File: src/sv/vrt_pkg.sv
`timescale 1ns / 1ps
package vrt_pkg;

   localparam int COORD_WIDTH_DEF     = 32;
   localparam int ROTATION_STAGES_DEF = 24;

   // angle is Q4.28 radians
   localparam int ANGLE_WIDTH     = 32;
   localparam int GUARD_BITS      = 8;
   // extra integer bits for CORDIC growth (gain ~1.65, quadrant swap, rounding)
   localparam int CORDIC_HEADROOM = 3;

   localparam longint ANGLE_PI      = 843314857;
   localparam longint ANGLE_HALF_PI = 421657428;
   localparam longint ANGLE_TWO_PI  = 1686629713;

   // limit CORDIC gain 0.60725... scaled by 2^32
   localparam logic [31:0] GAIN_K = 32'd2608131496;

   localparam int ATAN_TABLE_DEPTH = 10;
   localparam logic signed [ANGLE_WIDTH-1:0] ATAN_FIRST [0:ATAN_TABLE_DEPTH-1] = '{
      32'sd210828714, 32'sd124459457, 32'sd65760959, 32'sd33381290, 32'sd16755422,
      32'sd8385879,   32'sd4193963,   32'sd2097109,  32'sd1048571,  32'sd524287
   };

   // atan(2^-idx) in Q4.28; beyond the table it is 2^(28-idx), then zero
   function automatic logic signed [ANGLE_WIDTH-1:0] atan_step(input logic [31:0] idx);
      logic signed [ANGLE_WIDTH-1:0] r;
      if (idx < 32'(ATAN_TABLE_DEPTH)) begin
         r = ATAN_FIRST[idx[3:0]];
      end else if (idx <= 32'd28) begin
         r = 32'sd1 <<< (32'd28 - idx);
      end else begin
         r = '0;
      end
      return r;
   endfunction

endpackage

File: src/sv/vrt_front_cell.sv
`timescale 1ns / 1ps
module vrt_front_cell #(
   parameter int COORD_WIDTH = vrt_pkg::COORD_WIDTH_DEF
) (
   input  logic                                  clock,
   input  logic                                  reset,
   input  logic                                  up_valid,
   output logic                                  up_ready,
   input  logic signed [COORD_WIDTH-1:0]         vec_x,
   input  logic signed [COORD_WIDTH-1:0]         vec_y,
   input  logic signed [vrt_pkg::ANGLE_WIDTH-1:0] angle,
   input  logic signed [COORD_WIDTH-1:0]         trans_x,
   input  logic signed [COORD_WIDTH-1:0]         trans_y,
   output logic                                  dn_valid,
   input  logic                                  dn_ready,
   output logic signed [COORD_WIDTH:0]           x,
   output logic signed [COORD_WIDTH:0]           y,
   output logic signed [vrt_pkg::ANGLE_WIDTH-1:0] a,
   output logic signed [COORD_WIDTH-1:0]         tx,
   output logic signed [COORD_WIDTH-1:0]         ty
);
   import vrt_pkg::*;

   localparam int QW = COORD_WIDTH + 1;
   localparam int RW = ANGLE_WIDTH + 2;

   localparam logic signed [RW-1:0] PI_W       = RW'(ANGLE_PI);
   localparam logic signed [RW-1:0] NEG_PI_W   = -RW'(ANGLE_PI);
   localparam logic signed [RW-1:0] TWO_PI_W   = RW'(ANGLE_TWO_PI);
   localparam logic signed [RW-1:0] HALF_PI_W  = RW'(ANGLE_HALF_PI);
   localparam logic signed [RW-1:0] NEG_HALF_W = -RW'(ANGLE_HALF_PI);

   logic                          valid_ff, valid_in;
   logic signed [QW-1:0]          x_ff, x_in, y_ff, y_in;
   logic signed [ANGLE_WIDTH-1:0] a_ff, a_in;
   logic signed [COORD_WIDTH-1:0] tx_ff, ty_ff;
   logic signed [RW-1:0]          a_wide, a_red, a_quad;
   logic signed [QW-1:0]          x_ext, y_ext;
   logic                          load;

   assign up_ready = !valid_ff || dn_ready;
   assign load     = up_valid && up_ready;
   assign valid_in = up_ready ? up_valid : valid_ff;

   always_comb begin
      a_wide = {{2{angle[ANGLE_WIDTH-1]}}, angle};
      x_ext  = {vec_x[COORD_WIDTH-1], vec_x};
      y_ext  = {vec_y[COORD_WIDTH-1], vec_y};

      // wrap once into [-pi, pi]
      if (a_wide > PI_W) begin
         a_red = a_wide - TWO_PI_W;
      end else if (a_wide < NEG_PI_W) begin
         a_red = a_wide + TWO_PI_W;
      end else begin
         a_red = a_wide;
      end

      // fold outer quadrants by a quarter turn
      if (a_red > HALF_PI_W) begin
         x_in   = -y_ext;
         y_in   = x_ext;
         a_quad = a_red - HALF_PI_W;
      end else if (a_red < NEG_HALF_W) begin
         x_in   = y_ext;
         y_in   = -x_ext;
         a_quad = a_red + HALF_PI_W;
      end else begin
         x_in   = x_ext;
         y_in   = y_ext;
         a_quad = a_red;
      end
      a_in = a_quad[ANGLE_WIDTH-1:0];
   end

   always_ff @(posedge clock) begin
      if (reset) begin
         valid_ff <= 1'b0;
      end else begin
         valid_ff <= valid_in;
      end
   end

   always_ff @(posedge clock) begin
      if (load) begin
         x_ff  <= x_in;
         y_ff  <= y_in;
         a_ff  <= a_in;
         tx_ff <= trans_x;
         ty_ff <= trans_y;
      end
   end

   assign dn_valid = valid_ff;
   assign x        = x_ff;
   assign y        = y_ff;
   assign a        = a_ff;
   assign tx       = tx_ff;
   assign ty       = ty_ff;

endmodule

File: config.mk
export PLATFORM = sky130hd
export DESIGN_NAME = vrt_front_cell
export DESIGN_NICKNAME = d
export VERILOG_FILES = /design/src/sv/vrt_pkg.sv /design/src/sv/vrt_front_cell.sv
export SDC_FILE = /design/constraint.sdc
export NUM_CORES = 1
export LEC_CHECK = 0
export ABC_AREA = 1
export BUFFER_PORTS_ARGS = -buffer_cell sky130_fd_sc_hd__buf_2
export CORE_MARGIN = 2
export CORE_UTILIZATION = 51
export CTS_BUF_LIST = sky130_fd_sc_hd__clkbuf_16
export CTS_CLUSTER_SIZE = 12
export DETAILED_ROUTE_END_ITERATION = 7
export PLACE_DENSITY = 0.87
export SYNTH_ARGS = -nofsm -noshare
export SYNTH_HDL_FRONTEND = slang
export SYNTH_SLANG_ARGS = --single-unit
File: constraint.sdc
create_clock -name clock -period 9.45 [get_ports clock]
set_clock_uncertainty 0.15 [all_clocks]
set_input_delay 0 -clock clock [delete_from_list [all_inputs] [get_ports clock]]
set_output_delay 0 -clock clock [all_outputs]
set_load 0.03 [all_outputs]
==> metrics, run 1 <==
status aborted with a tool error; failing step global routing; Error [ERROR GRT-0116] Global routing finished with congestion. Check the congestion regions in the DRC Viewer.; Area after DPL 16000 sq um; Post-CTS Resized 0; sequential share of the synthesized area 33.9%; total global routing overflow 1; starting density of the core between 50% and 60%; largest net degree at the start of global routing 106; Die Span Y between 150 and 200 um; Die W 172 um; GP Congestion 1.07; Synth Register Bits 163; net count after synthesis around 2400; IO Port Bufs 327; IO Pins 328; num rows 61; EDFF count, synth 162; worst-case clock buffer depth 2; TritonCTS Buffers 17; H-tree depth 4; first-pass GRT wire length 103000 um; Clock Sinks 163; Root Buffer Master clkbuf_16; Mapped Cells ~2200; Avg Cell Area, Syn 6.43 sq um; # hold bufs at CTS 170; Total GRT Usage 46.3%; Async SR Flop Fraction 0%; yosys synthesis warning count 0; Netlist Area Pre-Place 14400 sq um; Post-CTS Setup Bufs 0; Synth cell types 42; placed wire-length estimate 40700 um; Synth Flop Type edfxtp_1; number of global-route vias before repair 18175
[routing by layer]
layer / GRT overflow / track usage, %
met2: 1 / 68.8
met5: 0 / 12.2
met1: 0 / 49.0
met3: 0 / 25.9
met4: 0 / 32.0
[synthesized netlist by cell type (3+ instances only)]
library cell  instances  area share [%]
nand2_1             923              24
nand3_1             243             8.4
nor2_1              226             5.9
inv_1               213             5.6
edfxtp_1            162              34
xor2_1               74             4.5
o21ai_0              55             1.9
nand4_1              44             1.9
nor3_1               38             1.3
buf_2                35             1.2
a21oi_1              33             1.1
nand2_2              32             1.4
buf_6                25             2.0
inv_2                21            0.55
nor2_2               18            0.78
buf_4                12            0.63
nor4_1               12            0.52
nand3_2               8            0.56
ha_1                  7            0.61
nor2_4                7            0.55
or2_2                 7            0.30
o21ai_1               6            0.21
nand2_4               5            0.39
nand3b_1              5            0.26
clkbuf_1              3           0.078
o21bai_1              3            0.16
[logic make-up after synthesis]
logic type / synth area share (%)
simple gates: 46.7
buf+inv: 10.1
flops: 33.9
compound gates: 4.17
xor+xnor: 4.50
fa+ha+maj: 0.608
[per-stage QoR]
step | utilization [%] | std cells | worst slack, ns
floorplan | - | 2238 | 0.292
global placement | 57.6 | 2873 | 4.68
detailed placement | 57.6 | 2873 | 4.59
CTS | 65.8 | 3075 | 4.08
==> run 2, diff against run 1 <==
--- a/config.mk
+++ b/config.mk
@@ -8,11 +8,9 @@
 export ABC_AREA = 1
 export BUFFER_PORTS_ARGS = -buffer_cell sky130_fd_sc_hd__buf_2
 export CORE_MARGIN = 2
-export CORE_UTILIZATION = 51
-export CTS_BUF_LIST = sky130_fd_sc_hd__clkbuf_16
-export CTS_CLUSTER_SIZE = 12
+export CORE_UTILIZATION = 40
 export DETAILED_ROUTE_END_ITERATION = 7
-export PLACE_DENSITY = 0.87
+export PLACE_DENSITY_LB_ADDON = 0.15
 export SYNTH_ARGS = -nofsm -noshare
 export SYNTH_HDL_FRONTEND = slang
 export SYNTH_SLANG_ARGS = --single-unit
==> constraint.sdc (replaced) <==
create_clock -name clock -period 12.29 [get_ports clock]
set_clock_uncertainty 0.15 [all_clocks]
set_input_delay 0 -clock clock [delete_from_list [all_inputs] [get_ports clock]]
set_output_delay 0 -clock clock [all_outputs]
set_load 0.03 [all_outputs]
==> run 2 against run 1 <==
  * The flow now finishes without violations
  * Synthesized cell count is the same
  * Area after synthesis unchanged
==> metrics, run 2 <==
fraction of layout cells with a size suffix above 1 17.4%; post-route ant nets 0; reg2reg end a[25]$_DFFE_PP_; mux cell area share after synthesis 0% (unchanged); Async SR Flop Fraction 0% (unchanged); CP Depth 27; IO Pins 328 (unchanged); cell depth of the worst flop-to-flop path 2; MaxCap Viol Count 0; CP max FO 99; placed wire-length estimate 41200 um (+1.3%); Final setup viols 0; per-cell routed wire length 17.2 um; DRT Pass-1 Iters 5; commonest non-fill, non-tap cell in the layout nand2_1; die area between 30000 and 40000 sq um; first-pass GRT wire length 85200 um; PwrDens 111 nW/um^2; Layout area overhead 28.4%; Clock Sinks 163 (unchanged); NumNets Final around 2900; part of the cycle the worst path needs 45.2%; EDFF count, synth 162 (unchanged); Synth Area in Adders 0.608% (unchanged); Area after DPL 16100 sq um (+0.80%); Rel. slew slack 30.1%; fin. max-slew vios 0; net count after synthesis 2409 (unchanged); Synth cell types 42 (unchanged); CTS tree yes; largest family of logic cells by synthesized area simple AND/OR/NAND/NOR gates; leakage power 0.00909 uW; Synth Register Bits 163 (unchanged); core area 35500 sq um; FILL cells 3574; Clk Latency, worst-skew pair about 0.44 ns; slack of the critical path 6.74 ns; min cycle time layout roughly 5.6 ns; origin of the critical flop-to-flop path dn_valid$_SDFFE_PP0N_; RSZ-0062 raised after global routing no; status complete, no violations; Netlist Area Pre-Place 14400 sq um (unchanged); total number of vias 16191; setup_tns 0 ns; IO Port Bufs 327 (unchanged); most frequent cells in the layout 923 x nand2_1, 327 x buf_2, 243 x nand3_1, 226 x nor2_1, 213 x inv_1; Compound-Gate Fraction of Synth Area 4.17% (unchanged); final instance area about 18000 sq um; clock slew seen by the registers of the worst setup and hold paths 0.09 ns; Slowest cell on crit path buf_4; Worst-Margin Slew approximately 1.0 ns; Hold/Removal Path Class in2reg; Arr. time, crit path 5.59 ns; num rows 69 (+13%); Top cell by count, worst path nand2_1; Die W 194 um (+13%); starting density of the core 40.6% (-11 points); Commonest cells post-synth 923 x nand2_1, 243 x nand3_1, 226 x nor2_1; worst vdd ir 0.124 mV; max incr delay on CP 0.73 ns; worst-case clock buffer depth 2 (unchanged); critical path endpoint category flop; Hold Vio Cnt, Final 0; area share of the largest cell type after synthesis 33.8% (unchanged); DRC 0; yosys synthesis warning count 0 (unchanged); Detailed Route WL 54400 um; Mapped Cells 2238 (unchanged); Die Span Y 194 um (+13%); critical path class in2reg; synthesized-area fraction occupied by and/or/nand/nor cells 46.7% (unchanged); Root Buffer Master clkbuf_16; WP buf/inv 6; xor-xnor portion of the synthesized cell area 4.50% (unchanged); WP data required 12.33 ns; total global routing overflow 0; largest net degree at the start of global routing 163; initial antenna violation count 0; Synth Flop Type edfxtp_1; dominant cell type by area after synthesis edfxtp_1; Reg2Reg Setup Slack around 10 ns; GP Congestion 0.992 (-7.2%); top-count cell post-synth nand2_1; Avg Cell Area, Syn 6.43 sq um (unchanged); Total GRT Usage between 20 and 30%; Critical path origin angle[0]; Area contributors post-synth edfxtp_1 34%, nand2_1 24%, nand3_1 8.4%; sequential share of the synthesized area 33.9% (unchanged); fmax between 150 and 200 MHz; n_diodes 0; pre-CTS setup slack 7.25 ns (+2.66 ns); H-tree depth 4 (unchanged); CP startpoint kind primary input; TritonCTS Buffers 17 (unchanged); number of global-route vias before repair between 15000 and 20000; Critical Path Sink y[0]$_DFFE_PP_; crit-path leading delay family simple AND/OR/NAND/NOR gates; number of vias per cell 5.12; initial DRC count 1155
run 2: tightest hold or removal path, stage by stage:
cell and delay (ns):
buf_2 0.15, nand3_1 0.09, o21ai_0 0.13, a21oi_1 0.19
run 2: what timing repair did:
item	CTS	global route
hold endpoints to repair	133	0
buffers inserted	0	0
resized for setup	0	0
endpoints found under the setup margin	0	0
hold buffers	173	0
run 2: power by group:
part	switching, uW	internal [uW]	leakage, uW	total, uW
logic	521	243	0.00722	764
registers	19.4	692	0.00158	711
clock network	248	327	0.000294	574
run 2: metal layers:
layer	track usage, %	vias to the layer above	routed length [um]
met5	0	-	0
met4	11.3	0	2050
met1	35.7	7407	23200
met2	49.5	626	25900
met3	4.02	101	3200
li1	-	8057	-
run 2: final cells by class:
type,instances,area (sq um),share of cell area (%)
clock buffers,18,429,2.32
multi-input cells,1764,8090,43.8
flip-flops and latches,163,4880,26.4
clock inverters,14,190,1.03
repair buffers,506,3430,18.5
well taps,461,577,3.12
inverters,236,891,4.82
run 2: cells by family after synthesis:
family                     count (synthesis)
DFF                                      163
AOI/OAI and AO/OA                        110
and+or+nand+nor                         1573
adders and majority gates                  7
xor gates and xnor gates                  74
buffers and inverters                    311
run 2: per-stage QoR:
stage	utilization, %	power [uW]	hold WS, ns	std cells
2_1_floorplan	-	1230	-0.0809	2238
3_3_place_gp	45.5	1410	0.00940	2957
3_5_place_dp	45.5	1410	0.0149	2957
4_1_cts	52.1	2060	0.0182	3162
5_1_grt	52.1	2160	0.0824	3162
6_report	52.1	2050	0.0818	3162
run 2: worst min-delay path by stage:
stage	from	end	slack (ns)	cells past startpoint
finish	angle[30]	a[31]$_DFFE_PP_	0.08	4
floorplan	reset	dn_valid$_SDFFE_PP0N_	-0.08	1
detailed placement	reset	dn_valid$_SDFFE_PP0N_	0.01	2
CTS	angle[30]	a[31]$_DFFE_PP_	0.02	4
global placement	reset	dn_valid$_SDFFE_PP0N_	0.009	2
global route	angle[30]	a[31]$_DFFE_PP_	0.08	4
Power figures use the tool's default switching activity.
==> run 3, diff against run 2 <==
==> constraint.sdc (replaced) <==
create_clock -name clock -period 5.2 [get_ports clock]
set_clock_uncertainty 0.15 [all_clocks]
set_input_delay 0 -clock clock [delete_from_list [all_inputs] [get_ports clock]]
set_output_delay 0 -clock clock [all_outputs]
set_load 0.03 [all_outputs]
==> run 3 against run 2 <==
  * Power increased by 140%
  * Non-clock buffer count up 4
  * Combinational power is 140% higher
  * Global-route usage rose by 0.39 points
  * Die area stayed put
  * Design area increased by 0.50%
  * Critical path depth grew 4
==> metrics, run 3 (synthesis gave the netlist of run 2 again) <==
TritonCTS Buffers 17 (unchanged); GP Congestion 1.02 (+2.6%); Final setup viols 0 (unchanged); slack of the critical path 0.499 ns (-6.24 ns); CTS tree yes; total number of vias 16438 (+1.5%); leakage power 0.00913 uW (+0.45%); most frequent cells in the layout 922 x nand2_1, 327 x buf_2, 243 x nand3_1, 225 x nor2_1, 213 x inv_1; Die W 194 um (unchanged); Detailed Route WL 55700 um (+2.4%); min cycle time layout around 4.7 ns; FILL cells 3559 (-0.42%); Hold/Removal Path Class in2reg; largest net degree at the start of global routing 163 (unchanged); number of global-route vias before repair 15574 (+0.17%); MaxCap Viol Count 0 (unchanged); commonest non-fill, non-tap cell in the layout nand2_1; WP data required 5.24 ns (-7.09 ns); per-cell routed wire length 17.6 um (+2.2%); max incr delay on CP 0.54 ns (-0.19 ns); Slowest cell on crit path dlygate4sd3_1; starting density of the core 40.6% (unchanged); RSZ-0062 raised after global routing no; num rows 69 (unchanged); Multi-input gate area 8130 sq um (+0.48%); Seq. cell area 4880 sq um (unchanged); clock slew seen by the registers of the worst setup and hold paths 0.07 ns (-0.02 ns); initial DRC count 1395 (+21%); Root Buffer Master clkbuf_16; core area 35500 sq um (unchanged); Placed Cells 2962 (+0.17%); number of vias per cell 5.19 (+1.4%); worst-case clock buffer depth 2 (unchanged); fmax 213 MHz; Clk Latency, worst-skew pair 0.44 ns (about the same); CP startpoint kind primary input; IO Pins 328 (unchanged); first-pass GRT wire length 86300 um (+1.2%); Worst-Margin Slew 0.885 ns (-0.164 ns); PwrDens 262 nW/um^2 (+140%); fin. max-slew vios 0 (unchanged); pre-CTS setup slack 0.628 ns (-6.62 ns); Rel. slew slack 41.0% (+11 points); Hold Vio Cnt, Final 0 (unchanged); placed wire-length estimate 41800 um (+1.4%); Post-Layout Cell Count 3166 (+0.13%); Arr. time, crit path 4.74 ns (-0.85 ns); fraction of layout cells with a size suffix above 1 17.8% (+0.34 points); critical path endpoint category flop; status complete, no violations; n_diodes 0 (unchanged); part of the cycle the worst path needs 90.4%; Power Total 4870 uW (+140%); Final Util 52.4% (+0.26 points); DRT Pass-1 Iters 5 (unchanged); Total GRT Usage 28.9% (+0.39 points); Layout area overhead 29.1%; NumNets Final 2864 (+0.17%); CP max FO 35 (-65%); Top cell by count, worst path nand2_1; die area 37500 sq um (unchanged); setup_tns 0 ns (unchanged); critical path class in2reg; IO Port Bufs 327 (unchanged); worst vdd ir 0.254 mV (+110%); Die Span Y 194 um (unchanged); total global routing overflow 0 (unchanged); post-route ant nets 0 (unchanged); DRC 0 (unchanged); Clock Sinks 163 (unchanged); H-tree depth 4 (unchanged); initial antenna violation count 1 (+1)
==> run 3: cell types whose count changed in the layout (fill, tap and decap cells not counted), sizes merged <==
cell and change:
buf +8, dlygate4sd3 -4, clkinv +2, inv -2
clkbuf -1, nand2 +1
==> run 3: layer usage <==
metal | track usage [%] | vias to the layer above | share of wire (%)
met5 | 0 | - | 0.023
met4 | 12.3 | 2 | 3.8
met3 | 4.63 | 110 | 6.4
met2 | 50.0 | 720 | 48
met1 | 35.6 | 7528 | 42
li1 | - | 8078 | -
==> run 3: final cells by class <==
cell class | instances | share of cell area, %
multi-input cells | 1765 | 43.8
repair buffers | 510 | 18.8
clock inverters | 14 | 0.956
inverters | 236 | 4.79
clock buffers | 17 | 2.29
well taps | 461 | 3.10
flip-flops and latches | 163 | 26.3
==> run 3: final timing paths <==
kind	startpoint	to	slack (ns)	depth (start not counted)
min	angle[25]	a[25]$_DFFE_PP_	0.07	6
max reg2reg	dn_valid$_SDFFE_PP0N_	a[0]$_DFFE_PP_	3.38	2
min reg2reg	dn_valid$_SDFFE_PP0N_	dn_valid$_SDFFE_PP0N_	0.95	3
max	angle[0]	y[5]$_DFFE_PP_	0.50	31
==> run 3: per-stage QoR <==
step / hold slack (ns) / area (sq um)
after floorplan: -0.0809 / 14400
after global placement: 0.00696 / 16200
after detailed placement: 0.0148 / 16200
after CTS: 0.0510 / 18500
after global routing: 0.0971 / 18600
final: 0.0696 / 18600
==> run 3: worst max-delay path: cells and delay by family <==
family / cells / cell delay [ns]
buffers and inverters: 7 / 2.00
adders and majority gates: 2 / 0.46
and+or+nand+nor: 22 / 2.25
==> run 3: timing repair <==
item                       in CTS  in global routing
hold buffers                  169                  0
gates resized for setup         0                  5
setup endpoints to repair       0                 36
hold endpoints to repair      133                  0
setup buffers                   0                  3
==> run 3: power by group <==
part	internal [uW]	switching (uW)	total, uW
sequential	1640	47.4	1680
combinational	593	1250	1850
clock	760	580	1340
total	2990	1880	4870
==> run 4, diff against run 3 <==
--- a/config.mk
+++ b/config.mk
@@ -10,7 +10,7 @@
 export CORE_MARGIN = 2
 export CORE_UTILIZATION = 40
 export DETAILED_ROUTE_END_ITERATION = 7
-export PLACE_DENSITY_LB_ADDON = 0.15
+export PLACE_DENSITY = 0.65
 export SYNTH_ARGS = -nofsm -noshare
 export SYNTH_HDL_FRONTEND = slang
 export SYNTH_SLANG_ARGS = --single-unit
==> run 4 against run 3 <==
  * Sequential share of layout area down 0.058 points
  * Design area rose by 0.22%
  * Utilization is 0.12 points higher
  * Flip-flop and latch count is the same
  * Hold slack got worse by 0.040 ns
  * Clock power shrank 11%
  * Via count is 1.1% higher
  * Largest cell class unchanged
  * Critical path type unchanged
  * Cell count grew 0.51%
==> metrics, run 4 (synthesis gave the netlist of run 2 again) <==
status complete, no violations; Die Span Y 194 um (unchanged); post-route ant nets 0 (unchanged); TritonCTS Buffers 17 (unchanged); Total GRT Usage 29.8% (+0.89 points); core area 35500 sq um (unchanged); hold endpoint a[31]$_DFFE_PP_; initial DRC count 1371 (-1.7%); fin. max-slew vios 0 (unchanged); WP data required 5.36 ns (+0.12 ns); CP max FO 35 (unchanged); Final Util 52.5% (+0.12 points); setup_tns 0 ns (unchanged); clock slew seen by the registers of the worst setup and hold paths 0.07 ns (about the same); Clock Sinks 163 (unchanged); DRC 0 (unchanged); Final setup viols 0 (unchanged); Root Buffer Master clkbuf_16; RSZ-0062 raised after global routing no; grt met2 use 50.8% (+0.86 points); NumNets Final 2877 (+0.45%); total number of vias 16625 (+1.1%); Rel. slew slack 37.7% (-3.3 points); critical path class in2reg; DRT Pass-1 Iters 6 (+1); pre-CTS setup slack 0.675 ns (+0.0465 ns); number of vias per cell 5.22 (+0.63%); Clk Latency, worst-skew pair 0.44 ns (about the same); num rows 69 (unchanged); IO Port Bufs 327 (unchanged); min-delay src angle[30]; Top cell by count, worst path nand2_1; Hold/Removal Path Class in2reg; Worst-Margin Slew 0.933 ns (+0.0478 ns); part of the cycle the worst path needs 93.4% (+3.0 points); die area 37500 sq um (unchanged); largest net degree at the start of global routing 83 (-49%); PwrDens 255 nW/um^2 (-2.6%); Die W 194 um (unchanged); worst-case clock buffer depth 2 (unchanged); slack of the critical path 0.346 ns (-0.154 ns); fmax 206 MHz (-3.2%); first-pass GRT wire length 88300 um (+2.3%); starting density of the core 40.6% (unchanged); Hold Path Cell Cnt 4 (-2); initial antenna violation count 2 (+1); Hold Vio Cnt, Final 0 (unchanged); GP Congestion 1.04 (+1.8%); worst vdd ir 0.292 mV (+15%); Slowest cell on crit path dlygate4sd3_1; critical path endpoint category flop; reg2reg end ty[15]$_DFFE_PP_; H-tree depth 4 (unchanged); GRT met1 Usage 36.2% (+0.57 points); most frequent cells in the layout 923 x nand2_1, 327 x buf_2, 243 x nand3_1, 226 x nor2_1, 213 x inv_1; Arr. time, crit path 5.02 ns (+0.28 ns); max incr delay on CP 0.54 ns (about the same); IO Pins 328 (unchanged); number of global-route vias before repair 15820 (+1.6%); leakage power 0.00916 uW (+0.29%); origin of the critical flop-to-flop path dn_valid$_SDFFE_PP0N_; total global routing overflow 0 (unchanged); commonest non-fill, non-tap cell in the layout nand2_1; min cycle time layout 4.85 ns (+0.154 ns); FILL cells 3493 (-1.9%); placed wire-length estimate 44500 um (+6.4%); MaxCap Viol Count 0 (unchanged); GR Util met3 4.44% (-0.19 points); per-cell routed wire length 18.0 um (+2.3%); CP startpoint kind primary input; GR peak layer met2; Layout area overhead 29.4%; CTS tree yes; Reg2Reg Setup Slack 2.76 ns (-0.62 ns); cell depth of the worst flop-to-flop path 2 (unchanged); fraction of layout cells with a size suffix above 1 18.1% (+0.28 points); Detailed Route WL 57300 um (+2.9%)
## run 4: worst max-delay path by stage
stage / from / end / slack (ns) / cells past startpoint
floorplan: dn_valid$_SDFFE_PP0N_ / a[0]$_DFFE_PP_ / 1.47 / 1
global placement: angle[0] / y[13]$_DFFE_PP_ / 0.81 / 28
CTS: angle[0] / y[17]$_DFFE_PP_ / 0.04 / 30
finish: angle[0] / y[16]$_DFFE_PP_ / 0.35 / 30
global route: angle[0] / y[16]$_DFFE_PP_ / 0.01 / 33
detailed placement: angle[0] / y[17]$_DFFE_PP_ / 0.67 / 28
## run 4: routing by layer
| layer | vias up | share of wire, % |
|---|---|---|
| li1 | 8111 | - |
| met1 | 7610 | 40 |
| met2 | 753 | 48 |
| met3 | 151 | 6.7 |
| met4 | 0 | 5.8 |
| met5 | - | 0 |
## run 4: what timing repair did
item | CTS | global route
gates resized for setup | 0 | 3
endpoints found under the hold margin | 156 | 0
endpoints found under the setup margin | 0 | 36
hold buffers | 171 | 0
setup buffers | 0 | 3
## run 4: power breakdown
part	leakage [uW]	internal [uW]	switching [uW]	total [uW]
registers	0.00158	1630	46.5	1680
clock network	0.000252	625	567	1190
logic	0.00733	609	1270	1880
total	0.00916	2870	1890	4760
## run 4: per-stage QoR
step                area [sq um]  power [uW]  hold WS (ns)  instances
finish                     18600        4760        0.0301       3182
global route               18600        5000        0.0687       3182
CTS                        18600        4740        0.0233       3176
detailed placement         16300        3380       0.00920       2973
global placement           16300        3370       0.00594       2973
floorplan                  14400        2890       -0.0809       2238
## run 4: final cells by class
class	count	area, sq um	area share (%)
inverter	236	891	4.78
multi-input combinational	1765	8110	43.6
clock inverter	14	123	0.658
clock buffer	18	429	2.30
timing repair buffer	523	3600	19.3
antenna	2	5.00	0.0269
sequential	163	4880	26.2
tap	461	577	3.10
## run 4: critical path: cells and delay by family
family | cells | cell delay (ns)
adder cells (fa/ha/maj) | 2 | 0.44
AND/OR/NAND/NOR | 21 | 2.43
buffers and inverters | 7 | 2.09
